$ cat config.mk
export PLATFORM = sky130hd
export DESIGN_NAME = tcb_fifo
export DESIGN_NICKNAME = d
export VERILOG_FILES = /design/src/hw/rtl/tcb_fifo.sv
export SDC_FILE = /design/constraint.sdc
export NUM_CORES = 1
export LEC_CHECK = 0
export BUFFER_PORTS_ARGS = -buffer_cell sky130_fd_sc_hd__buf_2
export CORE_AREA = 2 2 39 41
export DETAILED_ROUTE_END_ITERATION = 16
export DIE_AREA = 0 0 41 43
export SYNTH_ARGS = -nofsm -noshare
export SYNTH_HDL_FRONTEND = slang
export SYNTH_SLANG_ARGS = --single-unit
$ cat constraint.sdc
create_clock -name clk -period 1.8 [get_ports clk]
set_clock_uncertainty 0.05 [all_clocks]
set_input_delay 0.27 -clock clk [delete_from_list [all_inputs] [get_ports clk]]
set_output_delay 0.27 -clock clk [all_outputs]
set_load 0.01 [all_outputs]
$ cat src/hw/rtl/tcb_fifo.sv
// Small first-in first-out queue built from registers.
module tcb_fifo #(
    parameter int WIDTH = 1,
    parameter int DEPTH = 2
) (
    input  logic             clk,
    input  logic             rst_n,
    input  logic             push,
    input  logic [WIDTH-1:0] wr_data,
    output logic             full,
    input  logic             pop,
    output logic [WIDTH-1:0] rd_data,
    output logic             empty
);

    localparam int PTR_W = (DEPTH > 1) ? $clog2(DEPTH) : 1;
    localparam int CNT_W = $clog2(DEPTH + 1);

    logic [WIDTH-1:0] slot_reg [DEPTH];
    logic [PTR_W-1:0] wr_ptr_reg;
    logic [PTR_W-1:0] wr_ptr_next;
    logic [PTR_W-1:0] rd_ptr_reg;
    logic [PTR_W-1:0] rd_ptr_next;
    logic [CNT_W-1:0] count_reg;
    logic [CNT_W-1:0] count_next;
    logic             do_push;
    logic             do_pop;

    assign full    = (count_reg == CNT_W'(DEPTH));
    assign empty   = (count_reg == '0);
    assign do_push = push && !full;
    assign do_pop  = pop && !empty;
    assign rd_data = slot_reg[rd_ptr_reg];

    always_comb
    begin
        wr_ptr_next = wr_ptr_reg;
        rd_ptr_next = rd_ptr_reg;
        count_next  = count_reg;
        if (do_push)
        begin
            wr_ptr_next = (wr_ptr_reg == PTR_W'(DEPTH - 1)) ? '0 : wr_ptr_reg + PTR_W'(1);
        end
        if (do_pop)
        begin
            rd_ptr_next = (rd_ptr_reg == PTR_W'(DEPTH - 1)) ? '0 : rd_ptr_reg + PTR_W'(1);
        end
        if (do_push && !do_pop)
        begin
            count_next = count_reg + CNT_W'(1);
        end
        else if (do_pop && !do_push)
        begin
            count_next = count_reg - CNT_W'(1);
        end
    end

    always_ff @(posedge clk or negedge rst_n)
    begin
        if (!rst_n)
        begin
            wr_ptr_reg <= '0;
            rd_ptr_reg <= '0;
            count_reg  <= '0;
        end
        else
        begin
            wr_ptr_reg <= wr_ptr_next;
            rd_ptr_reg <= rd_ptr_next;
            count_reg  <= count_next;
        end
    end

    always_ff @(posedge clk)
    begin
        if (do_push)
        begin
            slot_reg[wr_ptr_reg] <= wr_data;
        end
    end

endmodule

==> results.sh, run 1 <==
export IMPL_initial_core_util_pct=19.3
export IMPL_synth_area_leader_cell="dfrtp_1"
export IMPL_routabilityCongestion=0.697
export IMPL_setup_viol=0
export IMPL_cts_buffers=3
export IMPL_die_h_um=43
export IMPL_endpoint="count_reg[1]$_DFFE_PN0P_"
export IMPL_cts_tree="built"
export IMPL_syn_to_final_growth_pct=34.1
export IMPL_irDropWorstVdd_mv=0.406
export IMPL_synth_seq_cells=6
export IMPL_cpMaxStageDelayCell="dfrtp_1"
export IMPL_synth_seq_area_share_pct=59.8
export IMPL_drv_cap=0
export IMPL_synth_area_um2=268
export IMPL_outcome="complete, no violations"
export IMPL_ys_flop_type="dfrtp_1"
export IMPL_reg2reg_depth=7
export IMPL_reg2reg_setup_slack_ps=290
export IMPL_pre_cts_slack_ps=292
export IMPL_ios=8
export IMPL_die_area_mm2=0.00176
export IMPL_yosysTopAreaCellShare_pct=37.4
export IMPL_yosys_warnings=0
export IMPL_dieWidth_um=41
export IMPL_whs_path_depth=1
export IMPL_cpMostUsedCell="xor2_1"
export IMPL_ctsHoldBuffers=1
export IMPL_syn_nets=28
export IMPL_hold_class="in -> reg"
export IMPL_period_minus_slack_ps=1510
export IMPL_grt_antenna_before_repair=0
export IMPL_rows=14
export IMPL_worst_slew_pin_transition_ps=215
export IMPL_post_cts_buffers=0
export IMPL_multi_input_area_um2=100
export IMPL_dr_pass1_iters=1
export IMPL_coreArea_mm2=0.00138
export IMPL_fin_setup_tns_ps=0
export IMPL_regArea_um2=160
export IMPL_clk_pin_slew_ps=50
export IMPL_slew_viol_final=0
export IMPL_crit_path_max_incr_delay_ps=420
export IMPL_grt_use_total_pct=6.26
export IMPL_synth_area_top_cells="dfrtp_1, edfxtp_1, xnor2_1, xor2_1, ha_1"
export IMPL_n_fill_cell=149
export IMPL_grt_overflow=0
export IMPL_htreeDepth=1
export IMPL_synth_area_per_cell_um2=12.2
export IMPL_r2r_start="count_reg[0]$_DFFE_PN0P_"
export IMPL_grt_first_pass_wirelength_um=738
export IMPL_worstSetupPathType="reg -> reg"
export IMPL_drt_wirelength_per_cell_um=7.84
export IMPL_nets=41
export IMPL_rsz0062_at_grt="false"
export IMPL_netlist_top_cells_count="dfrtp_1, nor2_1, xnor2_1"
export IMPL_crit_path_end_kind="register"
export IMPL_cp_max_fo=5
export IMPL_layout_drive_gt1_share_pct=32.4
export IMPL_port_buffers=7
export IMPL_cts_sinks=6
export IMPL_synth_cells=22
export IMPL_cp_start_kind="register"
export IMPL_cp_cell_sequence="nand2b_1 > nand2_1 > inv_1 > ha_1 > xor2_1 > nor2_1 > xor2_1"
export IMPL_power_mw=0.613
export IMPL_via_count=178
export IMPL_cts_resized=0
export IMPL_yosysUniqueCellTypes=12
export IMPL_diodes=0
export IMPL_setup_ws_ps=292
export IMPL_finalHoldViolCount=0
export IMPL_clock_latency_ps=240
export IMPL_fmax_mhz=663
export IMPL_cp_arrival_ps=1620
export IMPL_crit_start="count_reg[0]$_DFFE_PN0P_"
export IMPL_viasPerCell=3.56
export IMPL_grt_max_degree=6
export IMPL_reg2reg_to="count_reg[1]$_DFFE_PN0P_"
export IMPL_finalCritPeriodShare_pct=83.8
export IMPL_utilization_pct=25.9
export IMPL_drc_errors=0
export IMPL_synth_most_common_cell="dfrtp_1"
export IMPL_postRouteAntennaNets=0
export IMPL_clockRootBuffer="clkbuf_4"
export IMPL_first_global_vias=186
export IMPL_drt_wl_total_um=392
export IMPL_drtIter0Drc=0
export IMPL_clock_path_buffers=2
export IMPL_powerDensity_mw_per_mm2=1710
export IMPL_synth_edf_count=2
export IMPL_power_leakage_nw=0.174
export IMPL_hpwl_um=319
export IMPL_slew_headroom_pct=85.6
export IMPL_required_ps=1910
export IMPL_ys_async_sr_fraction_pct=66.7
==> report_power, final <==
group	total, mW	internal (mW)	switching [mW]
combinational	0.224	0.122	0.102
clock	0.132	0.0840	0.0483
sequential	0.257	0.205	0.0519
==> cell families (layout without fill, tap and decap cells) <==
group	count (synthesis)	count (layout)	share of synthesized area (%)
adder cells (fa/ha/maj)	1	1	4.67
buffers and inverters	2	14	2.80
AO/OA/AOI/OAI	1	1	1.87
flip-flops	6	6	59.8
multiplexers	1	1	4.21
AND/OR/NAND/NOR	6	6	10.3
XOR/XNOR	5	5	16.4
==> layout make-up <==
class,count,area share (%)
multi-input cells,14,27.9
inverters,2,2.09
repair buffers,8,12.5
well taps,16,5.57
clock buffers,4,7.32
flip-flops and latches,6,44.6
==> per-layer routing <==
| metal | vias up | GRT usage [%] | wire, um |
|---|---|---|---|
| met5 | - | 0 | 0 |
| met4 | 0 | 2.00 | 0 |
| met3 | 0 | 3.14 | 24 |
| met2 | 4 | 8.75 | 182 |
| met1 | 80 | 8.20 | 186 |
| li1 | 94 | - | - |
==> metrics by stage <==
stage          cell area, um^2  hold slack [ps]  cells
2_1_floorplan              268            -75.6     22
3_3_place_gp               323             31.5     45
3_5_place_dp               323             34.6     45
4_1_cts                    359              165     50
5_1_grt                    359              170     50
6_report                   359              169     50
==> worst min path at each step <==
stage | from | endpoint
finish | wr_data | slot_reg[0]$_DFFE_PP_
global route | wr_data | slot_reg[1]$_DFFE_PP_
CTS | wr_data | slot_reg[0]$_DFFE_PP_
detailed placement | rst_n | count_reg[1]$_DFFE_PN0P_
global placement | rst_n | rd_ptr_reg$_DFFE_PN0P_
floorplan | rst_n | count_reg[0]$_DFFE_PN0P_
==> worst max-delay path: cells and delay by family (launching register included) <==
family,cells,cell delay [ps]
buffers and inverters,1,60
adder cells (fa/ha/maj),1,180
AND/OR/NAND/NOR,3,440
flip-flops,1,420
XOR/XNOR,2,280
==> cell usage in the layout, fill, tap and decap left out <==
| cell | count |
|---|---|
| buf_2 | 7 |
| dfrtp_1 | 4 |
| nor2_1 | 3 |
| xnor2_1 | 3 |
| clkbuf_4 | 3 |
| inv_1 | 2 |
| xor2_1 | 2 |
| edfxtp_1 | 2 |
| mux2_2 | 1 |
| nand2b_1 | 1 |
| nand2_1 | 1 |
| o21ai_1 | 1 |
| and3_1 | 1 |
| ha_1 | 1 |
| clkbuf_1 | 1 |
| dlygate4sd3_1 | 1 |
(Power assumes the default switching activity.)
==> run 2: changes to the inputs <==
==> constraint.sdc (replaced) <==
create_clock -name clk -period 1.4 [get_ports clk]
set_clock_uncertainty 0.05 [all_clocks]
set_input_delay 0.21 -clock clk [delete_from_list [all_inputs] [get_ports clk]]
set_output_delay 0.21 -clock clk [all_outputs]
set_load 0.01 [all_outputs]
==> run 2 against run 1 <==
Net effect:
- maximum frequency increased by 9.5%
- cell area is 20% higher
- non-clock buffer count rose by 4
- critical endpoint unchanged
- largest cell class unchanged
==> results.sh, run 2 (same netlist as run 1, synthesis figures left out) <==
export IMPL_period_minus_slack_ps=1380
export IMPL_post_cts_buffers=0
export IMPL_hold_class="in -> reg"
export IMPL_grt_busiest_layer="met4"
export IMPL_grt_first_pass_wirelength_um=717
export IMPL_drt_wirelength_per_cell_um=10.3
export IMPL_p_switching_mw=0.332
export IMPL_power_internal_mw=0.641
export IMPL_cp_max_fo=4
export IMPL_drtIter0Drc=2
export IMPL_whs_path_depth=1
export IMPL_place_area_um2=355
export IMPL_routabilityCongestion=0.620
export IMPL_slew_viol_final=0
export IMPL_pwr_share_clk_pct=18.1
export IMPL_switching_share_pct=34.1
export IMPL_grt_util_met1_pct=7.47
export IMPL_reg2reg_setup_slack_ps=20
export IMPL_crit_path_end_kind="register"
export IMPL_hold_end="slot_reg[0]$_DFFE_PP_"
export IMPL_worstSetupPathType="reg -> reg"
export IMPL_fin_cells=54
export IMPL_layout_common_cells="buf_2, dfrtp_1, buf_4"
export IMPL_fin_area_um2=429
export IMPL_coreArea_mm2=0.00138
export IMPL_first_global_vias=196
export IMPL_syn_to_final_growth_pct=60.3
export IMPL_drt_wl_total_um=554
export IMPL_drc_errors=0
export IMPL_outcome="complete, no violations"
export IMPL_ios=8
export IMPL_powerDensity_mw_per_mm2=2270
export IMPL_grt_use_total_pct=6.75
export IMPL_cp_arrival_ps=1450
export IMPL_nets=45
export IMPL_drv_cap=0
export IMPL_utilization_pct=31.0
export IMPL_initial_core_util_pct=19.3
export IMPL_setup_ws_ps=22.5
export IMPL_reg2reg_depth=5
export IMPL_setup_viol=0
export IMPL_clockRootBuffer="clkbuf_4"
export IMPL_diodes=0
export IMPL_via_count=199
export IMPL_power_mw=0.972
export IMPL_hold_slack_ps=105
export IMPL_cts_buffers=3
export IMPL_clock_latency_ps=250
export IMPL_rows=14
export IMPL_viasPerCell=3.69
export IMPL_postRouteAntennaNets=0
export IMPL_clock_path_buffers=2
export IMPL_port_buffers=7
export IMPL_grt_max_degree=5
export IMPL_grt_met3_usage_pct=0
export IMPL_hpwl_um=360
export IMPL_irDropWorstVdd_mv=0.542
export IMPL_worst_slew_pin_transition_ps=239
export IMPL_layout_drive_gt1_share_pct=55.3
export IMPL_power_leakage_nw=0.201
export IMPL_holdCritStartpoint="wr_data"
export IMPL_required_ps=1470
export IMPL_die_area_mm2=0.00176
export IMPL_cts_sinks=6
export IMPL_fin_setup_tns_ps=0
export IMPL_final_common_cell="buf_2"
export IMPL_p_seq_share_pct=34.8
export IMPL_pwr_share_comb_pct=47.1
export IMPL_cts_tree="built"
export IMPL_finalHoldViolCount=0
export IMPL_crit_start="count_reg[1]$_DFFE_PN0P_"
export IMPL_reg2reg_to="count_reg[1]$_DFFE_PN0P_"
export IMPL_pre_cts_slack_ps=5.80
export IMPL_dieWidth_um=41
export IMPL_fmax_mhz=726
export IMPL_die_h_um=43
export IMPL_grt_antenna_before_repair=0
export IMPL_rsz0062_at_grt="true"
export IMPL_dp_cells=49
export IMPL_slew_headroom_pct=84.1
export IMPL_clk_pin_slew_ps=50
export IMPL_globalRouteMet2Util_pct=8.13
export IMPL_finalCritPeriodShare_pct=98.4
export IMPL_grt_overflow=0
export IMPL_htreeDepth=1
export IMPL_r2r_start="count_reg[1]$_DFFE_PN0P_"
export IMPL_cp_start_kind="register"
export IMPL_dr_pass1_iters=3
## run 2: worst max-delay path by stage
stage                     cells past startpoint  slack (ps)                       end
after floorplan                               6           3  count_reg[1]$_DFFE_PN0P_
after global placement                        6          20  count_reg[1]$_DFFE_PN0P_
after detailed placement                      6           6  count_reg[1]$_DFFE_PN0P_
after CTS                                     7          40  count_reg[1]$_DFFE_PN0P_
after global routing                          5         -30  count_reg[1]$_DFFE_PN0P_
final                                         5          20  count_reg[1]$_DFFE_PN0P_
## run 2: routing by layer
metal,wire [um],vias up,share of wire [%]
met5,0,-,0
met4,0,0,0
met3,19,0,3.4
met2,332,4,60
met1,201,93,36
li1,-,102,-
## run 2: area by class of cell
class	count	area, um^2
multi-input cells	14	131
flip-flops and latches	6	160
well taps	16	20.0
clock buffers	4	26.3
repair buffers	12	81.3
fillers	150	955
inverters	2	10.0
## run 2: critical path, cell delays in order, from the launching register on
cell,delay [ps]
dfrtp_1,450
o21ai_2,250
ha_4,160
xor2_1,140
nor2_1,70
xor2_1,130
## run 2: repair_timing
item,in CTS,in global routing
hold buffers,1,0
pin swaps,0,2
hold endpoints to repair,4,0
gates resized for setup,1,8
endpoints found under the setup margin,1,1
## run 2: power groups by stage
| stage | registers [mW] | logic, mW | clock network, mW |
|---|---|---|---|
| final | 0.338 | 0.458 | 0.176 |
| after global routing | 0.355 | 0.510 | 0.192 |
| after detailed placement | 0.323 | 0.377 | 0 |
| after global placement | 0.321 | 0.372 | 0 |
| after CTS | 0.330 | 0.397 | 0.182 |
| after floorplan | 0.320 | 0.227 | 0 |
