### src/hw/rtl/tcb_pkg.sv
// Shared types, field widths and codes of the text cell buffer.
package tcb_pkg;

    localparam int DEF_GRID_COLS  = 80;
    localparam int DEF_GRID_ROWS  = 25;
    localparam int DEF_CELL_COUNT = 2000;
    localparam int DEF_COLOR_BITS = 4;

    localparam int CMD_QUEUE_DEPTH = 2;
    localparam int RES_QUEUE_DEPTH = 2;

    localparam int FUNC_W  = 3;
    localparam int COL_W   = 7;
    localparam int ROW_W   = 5;
    localparam int CHAR_W  = 8;
    localparam int COLOR_W = 4;
    localparam int ATTR_W  = 2;
    localparam int RUN_W   = 11;
    localparam int SHIFT_W = 5;
    localparam int OFF_W   = 16;

    localparam logic [FUNC_W-1:0] FUNC_PUT_CHAR   = 3'd0;
    localparam logic [FUNC_W-1:0] FUNC_PUT_RUN    = 3'd1;
    localparam logic [FUNC_W-1:0] FUNC_SCROLL     = 3'd2;
    localparam logic [FUNC_W-1:0] FUNC_CLEAR      = 3'd3;
    localparam logic [FUNC_W-1:0] FUNC_SET_CURSOR = 3'd4;
    localparam logic [FUNC_W-1:0] FUNC_READ_CELL  = 3'd5;

    localparam logic [ATTR_W-1:0] ATTR_NONE   = 2'd0;
    localparam logic [ATTR_W-1:0] ATTR_UNUSED = 2'd3;

    localparam logic [CHAR_W-1:0] BACKSPACE_CHAR = 8'h08;
    localparam logic [CHAR_W-1:0] BLANK_CHAR     = 8'h20;

    typedef enum logic [3:0] {
        OP_PUT,
        OP_BKSP,
        OP_RUN,
        OP_SCROLL,
        OP_BLANK_ALL,
        OP_CLEAR,
        OP_SET_CURSOR,
        OP_READ,
        OP_NOP
    } op_t;

    typedef struct packed {
        op_t                op;
        logic [COL_W-1:0]   col;
        logic [ROW_W-1:0]   row;
        logic [OFF_W-1:0]   offset;
        logic [OFF_W-1:0]   shift_off;
        logic [CHAR_W-1:0]  ch;
        logic [COLOR_W-1:0] color;
        logic [ATTR_W-1:0]  attr;
        logic [RUN_W-1:0]   run_len;
    } cmd_t;

    typedef struct packed {
        logic [COL_W-1:0]   cursor_col;
        logic [ROW_W-1:0]   cursor_row;
        logic [CHAR_W-1:0]  cell_char;
        logic [COLOR_W-1:0] cell_color;
        logic [ATTR_W-1:0]  cell_attr;
    } res_t;

endpackage

### src/hw/rtl/tcb_front.sv
// Front end: accepts commands, clamps coordinates and classifies them.
module tcb_front import tcb_pkg::*; #(
    parameter int GRID_COLS = DEF_GRID_COLS,
    parameter int GRID_ROWS = DEF_GRID_ROWS
) (
    input  logic               push,
    output logic               full,
    input  logic [FUNC_W-1:0]  func,
    input  logic [COL_W-1:0]   col,
    input  logic [ROW_W-1:0]   row,
    input  logic [CHAR_W-1:0]  char_code,
    input  logic [COLOR_W-1:0] color,
    input  logic [ATTR_W-1:0]  attr,
    input  logic [RUN_W-1:0]   run_length,
    input  logic [SHIFT_W-1:0] shift_rows,
    input  logic               q_full,
    input  logic               init_busy,
    output logic               q_push,
    output cmd_t               q_data
);

    logic [COL_W-1:0] col_c;
    logic [ROW_W-1:0] row_c;
    op_t              op;

    assign full   = q_full || init_busy;
    assign q_push = push && !full;

    assign col_c = (int'(col) >= GRID_COLS) ? COL_W'(GRID_COLS - 1) : col;
    assign row_c = (int'(row) >= GRID_ROWS) ? ROW_W'(GRID_ROWS - 1) : row;

    always_comb
    begin
        unique case (func)
            FUNC_PUT_CHAR:   op = (char_code == BACKSPACE_CHAR) ? OP_BKSP : OP_PUT;
            FUNC_PUT_RUN:    op = OP_RUN;
            FUNC_SCROLL:
            begin
                if (int'(shift_rows) >= GRID_ROWS)
                begin
                    op = OP_BLANK_ALL;
                end
                else if (shift_rows == '0)
                begin
                    op = OP_NOP;
                end
                else
                begin
                    op = OP_SCROLL;
                end
            end
            FUNC_CLEAR:      op = OP_CLEAR;
            FUNC_SET_CURSOR: op = OP_SET_CURSOR;
            FUNC_READ_CELL:  op = OP_READ;
            default:         op = OP_NOP;
        endcase
    end

    always_comb
    begin
        q_data.op        = op;
        q_data.col       = col_c;
        q_data.row       = row_c;
        q_data.offset    = OFF_W'(OFF_W'(row_c) * OFF_W'(GRID_COLS) + OFF_W'(col_c));
        q_data.shift_off = OFF_W'(OFF_W'(shift_rows) * OFF_W'(GRID_COLS));
        q_data.ch        = char_code;
        q_data.color     = color;
        q_data.attr      = (attr == ATTR_UNUSED) ? ATTR_NONE : attr;
        q_data.run_len   = run_length;
    end

endmodule

### config.mk
export PLATFORM = sky130hd
export DESIGN_NAME = tcb_front
export DESIGN_NICKNAME = d
export VERILOG_FILES = /design/src/hw/rtl/tcb_pkg.sv /design/src/hw/rtl/tcb_front.sv
export SDC_FILE = /design/constraint.sdc
export NUM_CORES = 1
export LEC_CHECK = 0
export ABC_AREA = 1
export BUFFER_PORTS_ARGS = -buffer_cell sky130_fd_sc_hd__buf_2
export CAP_MARGIN = 5
export CORE_MARGIN = 2
export CORE_UTILIZATION = 36
export DETAILED_ROUTE_END_ITERATION = 8
export GPL_TIMING_DRIVEN = 1
export MAX_ROUTING_LAYER = met4
export PLACE_DENSITY = 0.87
export SETUP_SLACK_MARGIN = 0.2
export SYNTH_ARGS = -nofsm -noshare
export SYNTH_HDL_FRONTEND = slang
export SYNTH_SLANG_ARGS = --single-unit
### constraint.sdc
create_clock -name vclk -period 2.2
set_input_delay 0 -clock vclk [all_inputs]
set_output_delay 0 -clock vclk [all_outputs]
set_load 0.1 [all_outputs]
==> out/summary.txt, run 1 <==
Status: complete, no violations
Register area: 0 um2
Synth Cell Area: 0.00106 mm2
Seq/Total Area, Yosys: 0%
Syn Inst Count: 174
Number of global-route vias before repair: 1072
Final Hold Fails: 0
HP Class: input port to output port
Top cells by area, synth: buf_4 29%, ha_1 15%, nand2_1 12%
Fin crit share: 88.7%
Max Clock Freq: 512 MHz
Fin nets: 290
RSZ-0062 raised after global routing: no
DIE HEIGHT: 58.3 um
Synth top area share: 29.0%
P&R area growth vs syn: 50.0%
Worst-path maximum fanout: 6
Commonest cells in the netlist: 41 x buf_4, 35 x nand2_1, 26 x inv_1
GRT met3 Usage: 0.659%
Endpoints failing setup: 0
Area leader, netlist: buf_4
Number of iterations in the first detailed-routing pass: 4
Antenna-violating nets left: 0
Tot GR Track Use: 16.8%
Port Buffer Count: 81
Power Total: 0.00111 W
Final HPWL DP: 2640 um
Grt ovf: 0
Gr busiest metal: met2
Slew Viols, Final: 0
Largest net degree at the start of global routing: 7
Max-cap viol count: 0
M1 GR Usage: 18.0%
DRC: 0
Die area: 0.00340 mm2
Vias: 1159
Initial antenna violation count: 0
Avg Cell Area, Syn: 6.10 um2
Synth unique cells: 23
Core area: 0.00278 mm2
Kind of critical path: input port to output port
Post-layout min period: 1.95 ns
Place WS: 0.0815 ns
Arrival time at the worst endpoint: 1.95 ns
N_diodes: 0
Final setup TNS: 0 ns
Cell Rows: 19
FF+latch count: 0
Peak supply drop: 0.000598 V
First-pass GRT wire length: 4420 um
Die Span X: 58.3 um
Starting Density: 38.1%
Worst path required time: 2.20 ns
CTS Hold Bufs: 0
Layout cells sized above 1: 53.6%
Detailed-route wire length per cell: 11.0 um
Ports: 123
Avg Vias per Cell: 4.55
Setup crit start kind: input port
Initial DRC Count: 35
Final WL: 2800 um
Critical path capture point type: output port
Min Hold Slack: 0.0000439 ns
Final setup margin: 0.249 ns
Met2 usage in global routing: 35.2%
Clk_buf instances: 0
Pwr/cell area: 698 mW/mm2
Count leader, synth: buf_4
GPL Wtd Cong: 0.835
Static Leak: 0.910 nW
Ys Warns: 0
cells in the final DEF (no fill, tap or decap), drive strengths merged, types with 5 or more instances in the layout:
cell type   n
inv        25
conb       12
ha         13
xor2        5
nand3      13
buf        82
nand2      37
nor2       15
metrics by stage:
stage                     area (um2)  std cells  utilization, %
after floorplan                 1370        185               -
final                           1590        255            57.2
after CTS                       1570        255            56.4
after detailed placement        1560        254            56.0
after global routing            1590        255            57.2
after global placement          1560        254            56.0
cell families (layout without fill, tap and decap cells):
group | after synthesis | count (layout) | share of synthesized area, %
AO/OA/AOI/OAI | 8 | 8 | 4.60
XOR/XNOR | 6 | 6 | 4.95
adder cells (fa/ha/maj) | 16 | 16 | 21.0
buffers and inverters | 70 | 109 | 39.3
other | 1 | 12 | 0.353
AND/OR/NAND/NOR | 73 | 73 | 29.8
metal layers:
metal | vias up | wire (um)
met3 | 2 | 204
met5 | - | 0
met2 | 64 | 1560
li1 | 589 | -
met1 | 504 | 1030
met4 | 0 | 8
critical path, cell delays in order:
cell and delay, ns:
clkbuf_4 0.17, nand2_8 0.10, inv_6 0.04, nor2_4 0.10
ha_4 0.21, ha_4 0.16, fa_2 0.54, nand2_1 0.06
inv_2 0.09, nand3_4 0.09, inv_2 0.08, nand2_4 0.06
nand2_8 0.07, buf_12 0.16
power by group:
group	leakage [nW]	total [W]	switching (W)	internal, W
registers	0	0	0	0
logic	0.910	0.00111	0.000881	0.000230
clock network	0	0	0	0
total	0.910	0.00111	0.000881	0.000230
area by class of cell:
type	count	area, um2
Tap cell	31	38.8
Timing Repair Buffer	83	483
Multi-Input combinational cell	115	963
Inverter	26	106
Fill cell	271	1190
worst paths after layout:
path | startpoint | end | slack [ns] | depth (start not counted)
max | row[4] | q_data[51] | 0.25 | 14
min | run_length[7] | q_data[7] | 0.00004 | 0
what timing repair did:
item / in CTS / in global routing
endpoints found under the setup margin: 1 / 2
gates resized for setup: 1 / 6
gates cloned: 0 / 0
buffers inserted: 1 / 0
pin swaps: 1 / 0
No activity file was read; power rests on OpenSTA's default activity.
==> inputs of run 2 (changes only) <==
--- a/config.mk
+++ b/config.mk
@@ -9,11 +9,10 @@
 export BUFFER_PORTS_ARGS = -buffer_cell sky130_fd_sc_hd__buf_2
 export CAP_MARGIN = 5
 export CORE_MARGIN = 2
-export CORE_UTILIZATION = 36
+export CORE_UTILIZATION = 32
 export DETAILED_ROUTE_END_ITERATION = 8
-export GPL_TIMING_DRIVEN = 1
 export MAX_ROUTING_LAYER = met4
-export PLACE_DENSITY = 0.87
+export PLACE_DENSITY = 0.82
 export SETUP_SLACK_MARGIN = 0.2
 export SYNTH_ARGS = -nofsm -noshare
 export SYNTH_HDL_FRONTEND = slang
==> constraint.sdc (replaced) <==
create_clock -name vclk -period 1.7
set_input_delay 0 -clock vclk [all_inputs]
set_output_delay 0 -clock vclk [all_outputs]
set_load 0.1 [all_outputs]
==> out/summary.txt, run 2 (same netlist as run 1, synthesis figures left out) <==
Core area: 0.00310 mm2 (+12%)
Port Buffer Count: 81 (unchanged)
Most common cell after layout, fill and taps aside: buf_2
Peak supply drop: 0.000508 V (-15%)
Min Hold Slack: 0.0000386 ns (-0.00000531 ns)
Static Leak: 1.03 nW (+14%)
Layout cells sized above 1: 62.5% (+8.9 points)
Status: finished with violations
Die Span X: 61.6 um (+5.6%)
Number of global-route vias before repair: 1011 (-5.7%)
First-pass GRT wire length: 4040 um (-8.6%)
CP max-delay cell: fa_2
Endpoints failing setup: 4 (+4)
Pwr/cell area: 851 mW/mm2 (+22%)
Fin crit share: 108%
Commonest cells after routing, fill and taps aside: 68 x buf_2, 23 x nand2_1, 20 x inv_1
Largest net degree at the start of global routing: 7 (unchanged)
Worst-path maximum fanout: 3 (-3)
HP Class: input port to output port
Final setup margin: -0.129 ns (-0.377 ns)
Initial antenna violation count: 0 (unchanged)
Final HPWL DP: 2490 um (-5.8%)
Die area: 0.00379 mm2 (+12%)
RSZ-0062 raised after global routing: yes
Failing checks: setup timing
Tot GR Track Use: 13.9% (-2.9 points)
Fillcell total: 273 (+0.74%)
Avg Vias per Cell: 4.36 (-4.1%)
Kind of critical path: input port to output port
Buf+Inv Stages, Crit Path: 5 (unchanged)
Critical path capture point type: output port
Grt ovf: 0 (unchanged)
Initial DRC Count: 41 (+17%)
Ports: 123 (unchanged)
Max Clock Freq: 547 MHz
DIE HEIGHT: 61.6 um (+5.6%)
Number of iterations in the first detailed-routing pass: 4 (unchanged)
Detailed-route wire length per cell: 10.3 um (-6.6%)
Utilization after layout: 61.7% (+4.5 points)
Clk_buf instances: 0 (unchanged)
FF+latch count: 0 (unchanged)
Fin nets: 306 (+5.5%)
Final Hold Fails: 0 (unchanged)
CTS Hold Bufs: 0 (unchanged)
Multi-input gate area: 0.00103 mm2 (+6.6%)
Place WS: -0.226 ns (-0.307 ns)
Antenna-violating nets left: 0 (unchanged)
Placed insts: 279 (+9.8%)
Cell Rows: 20 (+1)
Starting Density: 34.2% (-4.0 points)
Worst path cell trace: buf_8 > nand2_8 > inv_6 > nor2_4 > ha_4 > ha_4 > fa_2 > nand2_2 > inv_4 > nor2_4 > nand3_2 > inv_2 > nand2_4 > nand2_8 > buf_12
Non-Filler Instances: 284 (+11%)
Vias: 1238 (+6.8%)
Final WL: 2910 um (+4.0%)
Arrival time at the worst endpoint: 1.83 ns (-0.12 ns)
Setup crit start kind: input port
Post-layout min period: 1.83 ns
N_diodes: 0 (unchanged)
Slew Viols, Final: 0 (unchanged)
CP top delay family: adder cells
Register area: 0 um2 (unchanged)
Worst path required time: 1.70 ns (-0.50 ns)
DRC: 0 (unchanged)
GPL Wtd Cong: 0.826 (-1.2%)
Max-cap viol count: 0 (unchanged)
Critical path's largest stage delay: 0.38 ns (-0.16 ns)
P&R area growth vs syn: 80.5%
-- run 2: timing repair --
item	CTS	global route
setup buffers	3	2
endpoints found under the setup margin	7	7
gates cloned	0	0
pin swaps	12	9
hold endpoints to repair	0	0
gates resized for setup	13	12
-- run 2: worst paths after layout --
| kind | startpoint | to | cells past startpoint |
|---|---|---|---|
| max | row[3] | q_data[51] | 15 |
| min | run_length[4] | q_data[4] | 0 |
-- run 2: stage by stage --
| stage | power [W] | TNS, ns | cell area, um2 |
|---|---|---|---|
| floorplan | 0.00143 | -2.98 | 1420 |
| global placement | 0.00156 | -0.378 | 1800 |
| detailed placement | 0.00158 | -0.607 | 1800 |
| CTS | 0.00161 | -0.211 | 1860 |
| global route | 0.00169 | -0.704 | 1920 |
| finish | 0.00163 | -0.392 | 1920 |
-- run 2: cell type report --
type | instances | area share, %
Inverter | 26 | 5.68
Multi-Input combinational cell | 115 | 53.6
Timing Repair Buffer | 99 | 37.8
Tap cell | 44 | 2.87
-- run 2: metal layers --
layer	track usage (%)	up-vias	wire length, um
li1	-	621	-
met1	15.1	543	1010
met2	27.4	62	1590
met3	0.420	12	227
met4	3.34	0	83
met5	-	-	0
-- run 2: power breakdown --
part           switching [W]  internal (W)  leakage (nW)  total, W
Combinational        0.00118      0.000450          1.03   0.00163
Clock                      0             0             0         0
Sequential                 0             0             0         0
Total                0.00118      0.000450          1.03   0.00163
